`config.mk`:
```
export PLATFORM = sky130hd
export DESIGN_NAME = serial_frame_deframer
export DESIGN_NICKNAME = d
export VERILOG_FILES = /design/src/design/sfd_pkg.sv /design/src/design/sfd_payload_mem.sv /design/src/design/sfd_out_reg.sv /design/src/design/serial_frame_deframer.sv
export SDC_FILE = /design/constraint.sdc
export NUM_CORES = 1
export LEC_CHECK = 0
export ABC_AREA = 0
export BUFFER_PORTS_ARGS = -buffer_cell sky130_fd_sc_hd__buf_4
export CAP_MARGIN = 20
export CORE_AREA = 2 2 156 158
export DETAILED_ROUTE_END_ITERATION = 10
export DIE_AREA = 0 0 158 160
export PLACE_DENSITY = 0.78
export RECOVER_POWER = 25
export SLEW_MARGIN = 40
export SYNTH_ARGS = -nofsm -noshare
export SYNTH_HDL_FRONTEND = slang
export SYNTH_SLANG_ARGS = --single-unit
```
`constraint.sdc`:
```
create_clock -name i_clk -period 3.9 [get_ports i_clk]
set_clock_uncertainty 0.15 [all_clocks]
set_input_delay 0.78 -clock i_clk [delete_from_list [all_inputs] [get_ports i_clk]]
set_output_delay 0.78 -clock i_clk [all_outputs]
set_load 0.005 [all_outputs]
```
`src/design/sfd_pkg.sv`:
```
// Package for the serial frame deframer.
// Holds sizing constants, register codes, the controller state type and the result struct.
// No dependencies.
package sfd_pkg;

    localparam int MAX_PAYLOAD = 32;
    localparam int ADDR_W      = $clog2(MAX_PAYLOAD);
    localparam int LEN_W       = 6;
    localparam int BYTE_W      = 8;
    localparam int PADDR_W     = 3;
    localparam int PDATA_W     = 32;

    localparam logic [BYTE_W-1:0] START_MARKER_RESET = 8'd85;
    localparam logic [LEN_W-1:0]  MAX_LENGTH_RESET   = 6'd32;

    typedef enum logic {
        REG_START_MARKER = 1'b0,
        REG_MAX_LENGTH   = 1'b1
    } t_reg_index;

    typedef enum logic [2:0] {
        ST_HUNT,
        ST_LENGTH,
        ST_DATA,
        ST_CHECK,
        ST_READ,
        ST_LOAD
    } t_state;

    typedef struct packed {
        logic [LEN_W-1:0]  frame_length;
        logic [ADDR_W-1:0] byte_position;
        logic [BYTE_W-1:0] payload_byte;
        logic              last_of_frame;
    } t_result;

endpackage

```
`src/design/sfd_payload_mem.sv`:
```
// Payload store of the serial frame deframer: one write port, one registered read port.
// Depends on sfd_pkg for the depth and byte width.
module sfd_payload_mem (
    input  logic                        i_clk,
    input  logic                        i_wr_en,
    input  logic [sfd_pkg::ADDR_W-1:0]  i_wr_addr,
    input  logic [sfd_pkg::BYTE_W-1:0]  i_wr_data,
    input  logic                        i_rd_en,
    input  logic [sfd_pkg::ADDR_W-1:0]  i_rd_addr,
    output logic [sfd_pkg::BYTE_W-1:0]  o_rd_data
);
    import sfd_pkg::*;

    logic [BYTE_W-1:0] r_mem [MAX_PAYLOAD];
    logic [BYTE_W-1:0] r_rd_data;

    always_ff @(posedge i_clk) begin
        if (i_wr_en) begin
            r_mem[i_wr_addr] <= i_wr_data;
        end
    end

    always_ff @(posedge i_clk) begin
        if (i_rd_en) begin
            r_rd_data <= r_mem[i_rd_addr];
        end
    end

    assign o_rd_data = r_rd_data;

endmodule

```
`src/design/sfd_out_reg.sv`:
```
// Output register of the serial frame deframer, holding one result request under stall.
// Depends on sfd_pkg for the result struct.
module sfd_out_reg (
    input  logic                        i_clk,
    input  logic                        i_rst_n,
    input  logic                        i_load,
    input  sfd_pkg::t_result            i_result,
    output logic                        o_free,
    output logic                        o_out_valid,
    input  logic                        i_out_stall,
    output logic [sfd_pkg::LEN_W-1:0]   o_frame_length,
    output logic [sfd_pkg::ADDR_W-1:0]  o_byte_position,
    output logic [sfd_pkg::BYTE_W-1:0]  o_payload_byte,
    output logic                        o_last_of_frame
);
    import sfd_pkg::*;

    logic    r_valid;
    logic    n_valid;
    t_result r_result;

    assign o_free = !r_valid || !i_out_stall;

    always_comb begin
        n_valid = r_valid;
        if (i_load) begin
            n_valid = 1'b1;
        end else if (o_free) begin
            n_valid = 1'b0;
        end
    end

    always_ff @(posedge i_clk) begin
        if (!i_rst_n) begin
            r_valid <= 1'b0;
        end else begin
            r_valid <= n_valid;
        end
    end

    always_ff @(posedge i_clk) begin
        if (i_load) begin
            r_result <= i_result;
        end
    end

    assign o_out_valid     = r_valid;
    assign o_frame_length  = r_result.frame_length;
    assign o_byte_position = r_result.byte_position;
    assign o_payload_byte  = r_result.payload_byte;
    assign o_last_of_frame = r_result.last_of_frame;

endmodule

```
`src/design/serial_frame_deframer.sv`:
```
// Serial frame deframer top level: frame parser, payload store readout and register port.
// Depends on sfd_pkg, sfd_payload_mem and sfd_out_reg.
// Received bytes are taken one per cycle while a frame is parsed and stored.
// After a matching checksum the input stalls and each result is read out through the
// READ state, which reads the payload store, and the LOAD state, which loads the output
// register and waits while it is stalled. Synchronous active-low reset returns to
// hunting with registers at their defaults; the payload store is not cleared.
module serial_frame_deframer (
    input  logic                         i_clk,
    input  logic                         i_rst_n,
    input  logic                         psel,
    input  logic                         penable,
    input  logic                         pwrite,
    input  logic [sfd_pkg::PADDR_W-1:0]  paddr,
    input  logic [sfd_pkg::PDATA_W-1:0]  pwdata,
    output logic [sfd_pkg::PDATA_W-1:0]  prdata,
    output logic                         pready,
    input  logic                         i_rx_valid,
    output logic                         o_rx_stall,
    input  logic [sfd_pkg::BYTE_W-1:0]   i_rx_byte,
    output logic                         o_out_valid,
    input  logic                         i_out_stall,
    output logic [sfd_pkg::LEN_W-1:0]    o_frame_length,
    output logic [sfd_pkg::ADDR_W-1:0]   o_byte_position,
    output logic [sfd_pkg::BYTE_W-1:0]   o_payload_byte,
    output logic                         o_last_of_frame
);
    import sfd_pkg::*;

    t_state            r_state;
    t_state            n_state;
    logic [BYTE_W-1:0] r_start_marker;
    logic [LEN_W-1:0]  r_max_length;
    logic [LEN_W-1:0]  r_exp_len;
    logic [LEN_W-1:0]  n_exp_len;
    logic [LEN_W-1:0]  r_cnt;
    logic [LEN_W-1:0]  n_cnt;
    logic [BYTE_W-1:0] r_sum;
    logic [BYTE_W-1:0] n_sum;
    logic [LEN_W-1:0]  r_idx;
    logic [LEN_W-1:0]  n_idx;

    logic              cfg_wr;
    t_reg_index        cfg_sel;
    logic              rx_accept;
    logic [LEN_W-1:0]  eff_max;
    logic [LEN_W-1:0]  cnt_inc;
    logic [LEN_W-1:0]  idx_inc;
    logic              rd_last;
    logic              mem_wr_en;
    logic              mem_rd_en;
    logic [BYTE_W-1:0] mem_rd_data;
    logic              out_free;
    logic              out_load;
    t_result           out_result;

    assign pready  = 1'b1;
    assign cfg_sel = t_reg_index'(paddr[2]);
    assign cfg_wr  = psel && penable && pwrite && pready;

    always_comb begin
        case (cfg_sel)
            REG_START_MARKER: prdata = PDATA_W'(r_start_marker);
            REG_MAX_LENGTH:   prdata = PDATA_W'(r_max_length);
            default:          prdata = '0;
        endcase
    end

    always_ff @(posedge i_clk) begin
        if (!i_rst_n) begin
            r_start_marker <= START_MARKER_RESET;
            r_max_length   <= MAX_LENGTH_RESET;
        end else if (cfg_wr) begin
            case (cfg_sel)
                REG_START_MARKER: r_start_marker <= pwdata[BYTE_W-1:0];
                REG_MAX_LENGTH:   r_max_length   <= pwdata[LEN_W-1:0];
                default:          r_start_marker <= r_start_marker;
            endcase
        end
    end

    assign eff_max   = (r_max_length > LEN_W'(MAX_PAYLOAD)) ? LEN_W'(MAX_PAYLOAD)
                                                            : r_max_length;
    assign rx_accept = i_rx_valid && !o_rx_stall;
    assign cnt_inc   = r_cnt + LEN_W'(1);
    assign idx_inc   = r_idx + LEN_W'(1);
    assign rd_last   = (r_exp_len == '0) || (idx_inc == r_exp_len);

    always_comb begin
        n_state = r_state;
        case (r_state)
            ST_HUNT: begin
                if (rx_accept && i_rx_byte == r_start_marker) begin
                    n_state = ST_LENGTH;
                end
            end
            ST_LENGTH: begin
                if (rx_accept) begin
                    if (i_rx_byte > BYTE_W'(eff_max)) begin
                        n_state = ST_HUNT;
                    end else if (i_rx_byte == '0) begin
                        n_state = ST_CHECK;
                    end else begin
                        n_state = ST_DATA;
                    end
                end
            end
            ST_DATA: begin
                if (rx_accept && cnt_inc >= r_exp_len) begin
                    n_state = ST_CHECK;
                end
            end
            ST_CHECK: begin
                if (rx_accept) begin
                    n_state = (i_rx_byte == r_sum) ? ST_READ : ST_HUNT;
                end
            end
            ST_READ: begin
                n_state = ST_LOAD;
            end
            ST_LOAD: begin
                if (out_free) begin
                    n_state = rd_last ? ST_HUNT : ST_READ;
                end
            end
            default: begin
                n_state = ST_HUNT;
            end
        endcase
    end

    always_comb begin
        o_rx_stall = 1'b0;
        mem_wr_en  = 1'b0;
        mem_rd_en  = 1'b0;
        out_load   = 1'b0;
        case (r_state)
            ST_HUNT, ST_LENGTH, ST_CHECK: begin
                o_rx_stall = 1'b0;
            end
            ST_DATA: begin
                mem_wr_en = rx_accept;
            end
            ST_READ: begin
                o_rx_stall = 1'b1;
                mem_rd_en  = 1'b1;
            end
            ST_LOAD: begin
                o_rx_stall = 1'b1;
                out_load   = out_free;
            end
            default: begin
                o_rx_stall = 1'b1;
            end
        endcase
    end

    always_comb begin
        n_exp_len = r_exp_len;
        n_cnt     = r_cnt;
        n_sum     = r_sum;
        n_idx     = r_idx;
        case (r_state)
            ST_LENGTH: begin
                if (rx_accept && i_rx_byte <= BYTE_W'(eff_max)) begin
                    n_exp_len = i_rx_byte[LEN_W-1:0];
                    n_cnt     = '0;
                    n_sum     = '0;
                end
            end
            ST_DATA: begin
                if (rx_accept) begin
                    n_cnt = cnt_inc;
                    n_sum = r_sum + i_rx_byte;
                end
            end
            ST_CHECK: begin
                n_idx = '0;
            end
            ST_LOAD: begin
                if (out_free) begin
                    n_idx = idx_inc;
                end
            end
            default: begin
                n_idx = r_idx;
            end
        endcase
    end

    always_ff @(posedge i_clk) begin
        if (!i_rst_n) begin
            r_state   <= ST_HUNT;
            r_exp_len <= '0;
            r_cnt     <= '0;
            r_sum     <= '0;
            r_idx     <= '0;
        end else begin
            r_state   <= n_state;
            r_exp_len <= n_exp_len;
            r_cnt     <= n_cnt;
            r_sum     <= n_sum;
            r_idx     <= n_idx;
        end
    end

    always_comb begin
        if (r_exp_len == '0) begin
            out_result.frame_length  = '0;
            out_result.byte_position = '0;
            out_result.payload_byte  = '0;
            out_result.last_of_frame = 1'b1;
        end else begin
            out_result.frame_length  = r_exp_len;
            out_result.byte_position = r_idx[ADDR_W-1:0];
            out_result.payload_byte  = mem_rd_data;
            out_result.last_of_frame = rd_last;
        end
    end

    sfd_payload_mem u_mem (
        .i_clk     (i_clk),
        .i_wr_en   (mem_wr_en),
        .i_wr_addr (r_cnt[ADDR_W-1:0]),
        .i_wr_data (i_rx_byte),
        .i_rd_en   (mem_rd_en),
        .i_rd_addr (r_idx[ADDR_W-1:0]),
        .o_rd_data (mem_rd_data)
    );

    sfd_out_reg u_out (
        .i_clk           (i_clk),
        .i_rst_n         (i_rst_n),
        .i_load          (out_load),
        .i_result        (out_result),
        .o_free          (out_free),
        .o_out_valid     (o_out_valid),
        .i_out_stall     (i_out_stall),
        .o_frame_length  (o_frame_length),
        .o_byte_position (o_byte_position),
        .o_payload_byte  (o_payload_byte),
        .o_last_of_frame (o_last_of_frame)
    );

`ifndef ASSERT_OFF
    a_len_bound: assert property (@(posedge i_clk) disable iff (!i_rst_n)
        r_exp_len <= LEN_W'(MAX_PAYLOAD))
        else $error("expected length exceeds the payload store depth");

    a_data_count: assert property (@(posedge i_clk) disable iff (!i_rst_n)
        (r_state == ST_DATA) |-> (r_cnt < r_exp_len))
        else $error("payload count reached the length while still receiving data");

    a_out_source: assert property (@(posedge i_clk) disable iff (!i_rst_n)
        $rose(o_out_valid) |-> $past(r_state == ST_LOAD))
        else $error("result request appeared outside the readout");

    a_read_index: assert property (@(posedge i_clk) disable iff (!i_rst_n)
        (r_state == ST_READ && r_exp_len != '0) |-> (r_idx < r_exp_len))
        else $error("readout index ran past the frame length");
`endif

endmodule

```
Yosys cells after proc, flatten, opt, wreduce, memory -nomap -nowiden
Memories as Yosys holds them, arrays and structs flattened. A register that Yosys moved wholly into a read port is not among the register bits.
Cells that the tools add are included.
Word-level totals
  flip-flop bits (word level): 64
  RAM bits: 256
  bits of input ports: 50
  output and inout bits: 55
  logic and storage cells: 87
  memories: 1
Operators by class
  add/sub/neg operators: 3
  order comparisons: 4
  equal/unequal tests: 15
  mux-type cells: 28
  bitwise operators: 1
  reductions and logical operators: 23
Memories
  u_mem.r_mem: depth 32, bits a word 8, read ports 1, clocked after Yosys merged registers in 1, wr ports 1, RTL line sfd_payload_mem.sv:14  | logic [BYTE_W-1:0] r_mem [MAX_PAYLOAD];
Operator list (count)
  one-hot mux 32 bit (2 select lines): 1
  2-to-1 mux 6 bit: 4
  one-hot mux 6 bit (2 select lines): 2
  2-to-1 mux 3 bit: 7
  one-hot mux 3 bit (6 select lines): 1
  equality test 8 bit: 2
  2-to-1 mux 8 bit: 2
  one-hot mux 8 bit (2 select lines): 1
  inequality test 2 bit, second input constant: 7
  adder 6 x 1 -> 6 bit, second input constant: 2
  2-to-1 mux 1 bit: 9
  adder 8 bit: 1
  greater-than comparator 8 x 6 -> 1 bit: 1
  less-or-equal comparator 8 x 6 -> 1 bit: 1
  zero test 8 bit: 1
  AND reduction 2 bit: 4
  equality test 3 x 2 -> 1 bit, second input constant: 2
  equality test 3 bit, second input constant: 2
  equality test 6 bit: 1
  greater-or-equal comparator 6 bit: 1
  greater-than comparator 6 bit, second input constant: 1
  logical AND 1 bit: 6
  zero test 6 bit: 1
  nonzero test 2 bit: 3
  9 further kinds: 11

Depth between registers and ports, before layout
Gate-level depths: netlist (run 1).
  depth after elaboration: 6
  depth in mapped cells: 11
  mapped depth without buffers: 9

Modules after synthesis
A second synthesis (run 1) with hierarchy kept.
Second synthesis, totals
  cell total of the unflattened synthesis: 809
  area total of the unflattened synthesis: 13800.7 sq um
Modules (own cells, without submodules)
  sfd_payload_mem: instances 1, cells each 417, area each 10133.5 sq um
  serial_frame_deframer: instances 1, cells each 368, area each 3031.7 sq um
  sfd_out_reg: instances 1, cells each 24, area each 635.6 sq um

Least setup slack after synthesis (run 1)
No wires, ideal clock.
  path type: input -> register
  start: in i_rx_byte[2] in the netlist's numbering
  end: reg r_cnt[3]
  setup time: 0.117 ns
  arrival time: 2.644 ns
  slack: 0.990 ns
  cell stages on the path: 9
  path buffers: 2
  cell sequence: ha_1 o21ai_1 a21oi_1 o41ai_1 or4b_4 buf_6 and3_4 buf_6 a22o_1
Between the ends
  cells in the longest elaborated chain, start to end: 4
RTL lines
  from (decl): RTL line serial_frame_deframer.sv:20  | input logic [sfd_pkg::BYTE_W-1:0] i_rx_byte,
  less-or-equal comparator 8 x 6 -> 1 bit: RTL line serial_frame_deframer.sv:165  | if (rx_accept && i_rx_byte <= BYTE_W'(eff_max)) begin
  logical AND 1 bit: RTL line serial_frame_deframer.sv:165
  inequality test 2 bit (no line)
  AND reduction 3 bit (no line)
  to (signal assigned): RTL line serial_frame_deframer.sv:201  | r_cnt <= n_cnt;
  to (decl): RTL line serial_frame_deframer.sv:36  | logic [LEN_W-1:0] r_cnt;
Every way passes these cells.
A chain may end at the register's enable or synchronous reset.

Worst setup path in the final report (run 1)
  start: in i_rx_byte[1] in the netlist's numbering
  end: reg r_cnt[3]
Same word-level chain as after synthesis.

==> results of run 1 <==
-- critical path, cell delays in order --
cell,delay (ns)
buf_4,0.37
ha_1,0.33
nand2b_1,0.08
a21oi_1,0.06
o41ai_1,0.37
buf_4,0.20
or4b_4,0.46
and3_4,0.25
a22o_1,0.24
-- power breakdown --
part	total, mW	internal (mW)	switching, mW
combinational	0.144	0.0497	0.0948
clock	3.03	1.78	1.24
sequential	3.81	3.80	0.00381
total	6.98	5.64	1.34
-- cell usage after synthesis (3+ instances only) --
library cell,number,area (um2)
a31oi_1,3,18.8
ha_1,24,300
nand4_1,4,25.0
clkbuf_1,31,116
buf_1,13,48.8
inv_1,14,52.6
nor2_1,40,150
nor4_1,3,18.8
dfxtp_1,44,881
nand3b_1,3,22.5
nand3_1,17,85.1
and2_1,14,87.6
mux2_2,15,169
nand2b_1,4,25.0
nor2b_1,22,138
nand2_1,41,154
nor3_1,3,15.0
edfxtp_1,284,8530
o21ai_0,15,75.1
xor2_1,8,70.1
or3_1,5,31.3
mux2i_1,14,140
xnor2_1,18,158
mux4_2,80,1800
a22o_1,10,87.6
a21o_1,3,22.5
buf_6,3,33.8
buf_4,25,188
a21oi_1,12,60.1
a21boi_0,10,75.1
nor3b_1,3,22.5
-- layout make-up --
type / count / area [um2]
Clock inverter: 11 / 75.1
Fill cell: 1584 / 8150
Inverter: 14 / 52.6
Clock buffer: 46 / 960
Sequential cell: 328 / 9420
Timing Repair Buffer: 83 / 644
Tap cell: 324 / 405
Multi-Input combinational cell: 426 / 4120
-- kinds of logic (layout without fill, tap and decap cells) --
group	after synthesis	count (layout)	share of synthesized area, %
AOI/OAI and AO/OA	70	70	3.43
xor gates and xnor gates	26	26	1.64
adders and majority gates	25	25	2.31
buffers and inverters	86	154	3.17
DFF	328	328	67.8
muxes	109	109	15.2
other	2	25	0.0541
and+or+nand+nor	171	171	6.38
-- flip-flops by register name, summed over array words and instances (netlist names), 8 cells and up --
register and cells:
r_start_marker 8, u_mem.r_mem 256, r_sum 8, u_mem.o_rd_data 8
u_out.o_payload_byte 8
-- how the worst max path moves through the flow --
stage	from	end	slack [ns]
after floorplan	i_rx_byte[2]	r_cnt[3]$_SDFFE_PN0P_	0.99
after global placement	i_rx_byte[1]	r_sum[4]$_SDFFE_PN0P_	0.59
after global routing	i_rx_byte[1]	r_cnt[3]$_SDFFE_PN0P_	0.89
after CTS	i_rx_byte[1]	r_cnt[3]$_SDFFE_PN0P_	1.00
after detailed placement	i_rx_byte[1]	r_sum[6]$_SDFFE_PN0P_	0.49
final	i_rx_byte[1]	r_cnt[3]$_SDFFE_PN0P_	0.96
-- metal layers --
| metal | global-route usage [%] | wire, um | vias up |
|---|---|---|---|
| li1 | - | - | 3271 |
| met1 | 33.0 | 11900 | 3696 |
| met2 | 35.7 | 13200 | 248 |
| met3 | 3.58 | 1480 | 54 |
| met4 | 8.56 | 841 | 0 |
| met5 | 0 | 0 | - |
==> run metrics, run 1 <==
status=complete, no violations; Initial Utilization=58.3%; r2r setup slk=1.07 ns; Core Region=23,800 um2; final worst-path cycle share=75.4%; TritonCTS clock tree=done; Max Cap Viol=0; Final ANT Viol Nets=0; routability congestion estimate=0.805; worst skew pair latency=0.51 ns; # resized after CTS=0; hold crit path type=register to register; Cell Pwr Density=445 nW/um2; fin. max-slew vios=0; Mapped Cells=817; Slew @ Worst Pin=0.816 ns; die width=158 um; Setup WS pre-CTS=0.492 ns; final hold slack=0.340 ns; # setup viols final=0; die height=160 um; first-pass detailed-route iteration total=5; Buffers on Ports=53; synth warn=0; Clock transition at path regs=0.06 ns; DRT iter0 DRCs=655; Hold Vio Cnt, Final=0; Post-synth EDFFs=284; H-Tree Depth=2; required time worst endpoint=4.14 ns; initial antenna violation count=0; Hold Path End=r_sum[5]$_SDFFE_PN0P_; Post-Place Cells=1,175; Seq/Total Area, Yosys=67.8%; FF-to-FF End=r_cnt[3]$_SDFFE_PN0P_; antenna cells=0; type of the worst setup path=primary input to register; Post-DP HPWL=17,000 um; Row Count=57; critical path arrival=3.18 ns; Tmin final=2.94 ns; first-pass GRT wire length=42,900 um; Synth Flop Type=edfxtp_1; Distinct cells, synth=58; setup_tns=0 ns; via count=7,269; Fmax=340 MHz; Async SR Flop Fraction=0%; Post-Synthesis Cell Area=13,900 um2; CTS Buf Count=35; Root Buffer=clkbuf_16; WL/cell=22.2 um; die area=25,300 um2; Layout area overhead=13.0%; commonest non-fill, non-tap cell in the layout=edfxtp_1; final net count=963; Placed Instance Area=14,600 um2; worst rel slew slack=45.4%; Design Area, Final=15,700 um2; Setup crit start kind=primary input; Worst Setup End Kind=register; total track usage=22.8%; Avg Cell Area, Syn=17.0 um2; hold path cells=2; Post-CTS Setup Bufs=0; path depth of the worst reg2reg path=10; share of cells above drive strength 1=25.6%; flops & latches, synth=328; CP max FO=38; Util after Layout=65.8%; largest net degree at the start of global routing=42; LEAKAGE=5.29 nW; # IOs=105; hold buffer count at CTS=0; Finished Layout Cells=1,232; Via density=5.90; total power=6.98 mW; hold path startpoint=r_sum[5]$_SDFFE_PN0P_; vias in the first global route=7,472; Detailed Route WL=27,400 um; CTS sink count=328; Worst R2R Start=r_max_length[5]$_SDFFE_PN1P_; most frequent cells in the layout=edfxtp_1, mux4_2, buf_4, nand2_1, dfxtp_1; CTS max path bufs=3; worst setup margin=0.958 ns; peak supply drop=392 uV; total gr overflow=0; RSZ-0062 raised after global routing=no; detailed-route DRC error count=0
Power figures use the tool's default switching activity.
==> inputs of run 2 (changes only) <==
==> constraint.sdc (replaced) <==
create_clock -name i_clk -period 2.8 [get_ports i_clk]
set_clock_uncertainty 0.15 [all_clocks]
set_input_delay 0.56 -clock i_clk [delete_from_list [all_inputs] [get_ports i_clk]]
set_output_delay 0.56 -clock i_clk [all_outputs]
set_load 0.005 [all_outputs]
==> run metrics, run 2 (same netlist as run 1, synthesis figures left out) <==
status=finished with violations; failing checks=max-capacitance violations, max-slew violations; first-pass GRT wire length=45,100 um; Hold Path End=r_start_marker[6]$_SDFFE_PN1P_; Row Count=57; die area=25,300 um2; Max Cap Viol=2; critical path arrival=2.89 ns; Biggest register=u_mem.r_mem; hold buffer count at CTS=0; TritonCTS clock tree=done; CTS Buf Count=34; Post-CTS Setup Bufs=0; final net count=998; Final ANT Viol Nets=0; Worst Setup End Kind=register; final hold slack=0.126 ns; fin. max-slew vios=68; commonest non-fill, non-tap cell in the layout=edfxtp_1; largest net degree at the start of global routing=44; Root Buffer=clkbuf_16; CP max FO=11; hold path cells=3; r2r setup slk=0.15 ns; routability congestion estimate=0.821; required time worst endpoint=3.04 ns; Post-DP HPWL=18,800 um; hold crit path type=primary input to register; WL/cell=23.5 um; Worst R2R Start=r_max_length[5]$_SDFFE_PN1P_; Setup crit start kind=register; antenna cells=0; Buffers on Ports=53; peak supply drop=526 uV; CTS max path bufs=3; # IOs=105; worst skew pair latency=0.50 ns; CTS sink count=328; max FFs per register=256; RSZ-0062 raised after global routing=no; detailed-route DRC error count=0; Tmin final=2.65 ns; Cell Pwr Density=619 nW/um2; type of the worst setup path=register to register; Initial Utilization=58.3%; path depth of the worst reg2reg path=10; # setup viols final=0; Placed Instance Area=14,900 um2; first-pass detailed-route iteration total=5; Setup WS pre-CTS=0.0207 ns; final worst-path cycle share=94.6%; FF-to-FF End=r_sum[3]$_SDFFE_PN0P_; Clock transition at path regs=0.06 ns; via count=7,549; hold path startpoint=pwdata[6]; Detailed Route WL=29,900 um; die height=160 um; initial antenna violation count=2; Core Region=23,800 um2; Slew @ Worst Pin=1.74 ns; share of cells above drive strength 1=27.0%; worst rel slew slack=-15.7%; die width=158 um; Design Area, Final=16,000 um2; Via density=5.94; setup_tns=0 ns; vias in the first global route=7,377; total gr overflow=0; # resized after CTS=0; most frequent cells in the layout=edfxtp_1, buf_4, mux4_2, dfxtp_1, nand2_1; LEAKAGE=5.48 nW; worst setup margin=0.151 ns; total track usage=24.5%; Hold Vio Cnt, Final=0; Layout area overhead=15.1%; Fmax=378 MHz; H-Tree Depth=2; DRT iter0 DRCs=745
## run 2: cell type report
type	instances	area, um2
Fill cell	1576	7850
Sequential cell	328	9410
Clock inverter	20	173
Inverter	14	52.6
Timing Repair Buffer	119	907
Clock buffer	40	905
Tap cell	324	405
Multi-Input combinational cell	426	4110
## run 2: worst max-delay path by stage
stage	startpoint	to	slack, ns
5_1_grt	r_max_length[5]$_SDFFE_PN1P_	r_sum[1]$_SDFFE_PN0P_	0.01
6_report	r_max_length[5]$_SDFFE_PN1P_	r_sum[3]$_SDFFE_PN0P_	0.15
2_1_floorplan	r_idx[0]$_SDFFE_PN0P_	u_mem.o_rd_data[0]$_DFFE_PP_	0.07
3_5_place_dp	i_rx_byte[2]	r_sum[6]$_SDFFE_PN0P_	0.02
4_1_cts	r_max_length[5]$_SDFFE_PN1P_	r_sum[3]$_SDFFE_PN0P_	0.17
3_3_place_gp	i_rx_byte[2]	r_sum[3]$_SDFFE_PN0P_	-0.03
## run 2: layer usage
metal  vias up  part of all wire [%]  global-route usage [%]
met5         -                     0                       0
met1      3850                    40                    34.9
met4         0                   2.0                    5.86
met3        42                   6.7                    3.45
met2       314                    51                    40.6
li1       3343                     -                       -
## run 2: through the flow
step	util, %	power (mW)	std cells
3_5_place_dp	62.7	5.63	1211
6_report	67.0	9.88	1271
4_1_cts	67.2	9.94	1271
2_1_floorplan	-	5.51	840
5_1_grt	67.0	10.2	1271
3_3_place_gp	62.7	5.62	1211
## run 2: worst max-delay path: stages (launching register included)
cell and delay, ns:
dfxtp_1 0.34, inv_1 0.13, nand2_1 0.07, ha_1 0.28, o21ai_1 0.12, a21oi_1 0.05
o41ai_1 0.26, buf_4 0.17, or4b_4 0.46, and3_4 0.25, a22o_1 0.24
## run 2: power by group
part	total (mW)	switching, mW	leakage [nW]	internal, mW
Clock	4.37	1.78	0.531	2.59
Combinational	0.212	0.141	1.99	0.0706
Sequential	5.31	0.00562	2.95	5.30
Total	9.88	1.92	5.48	7.96
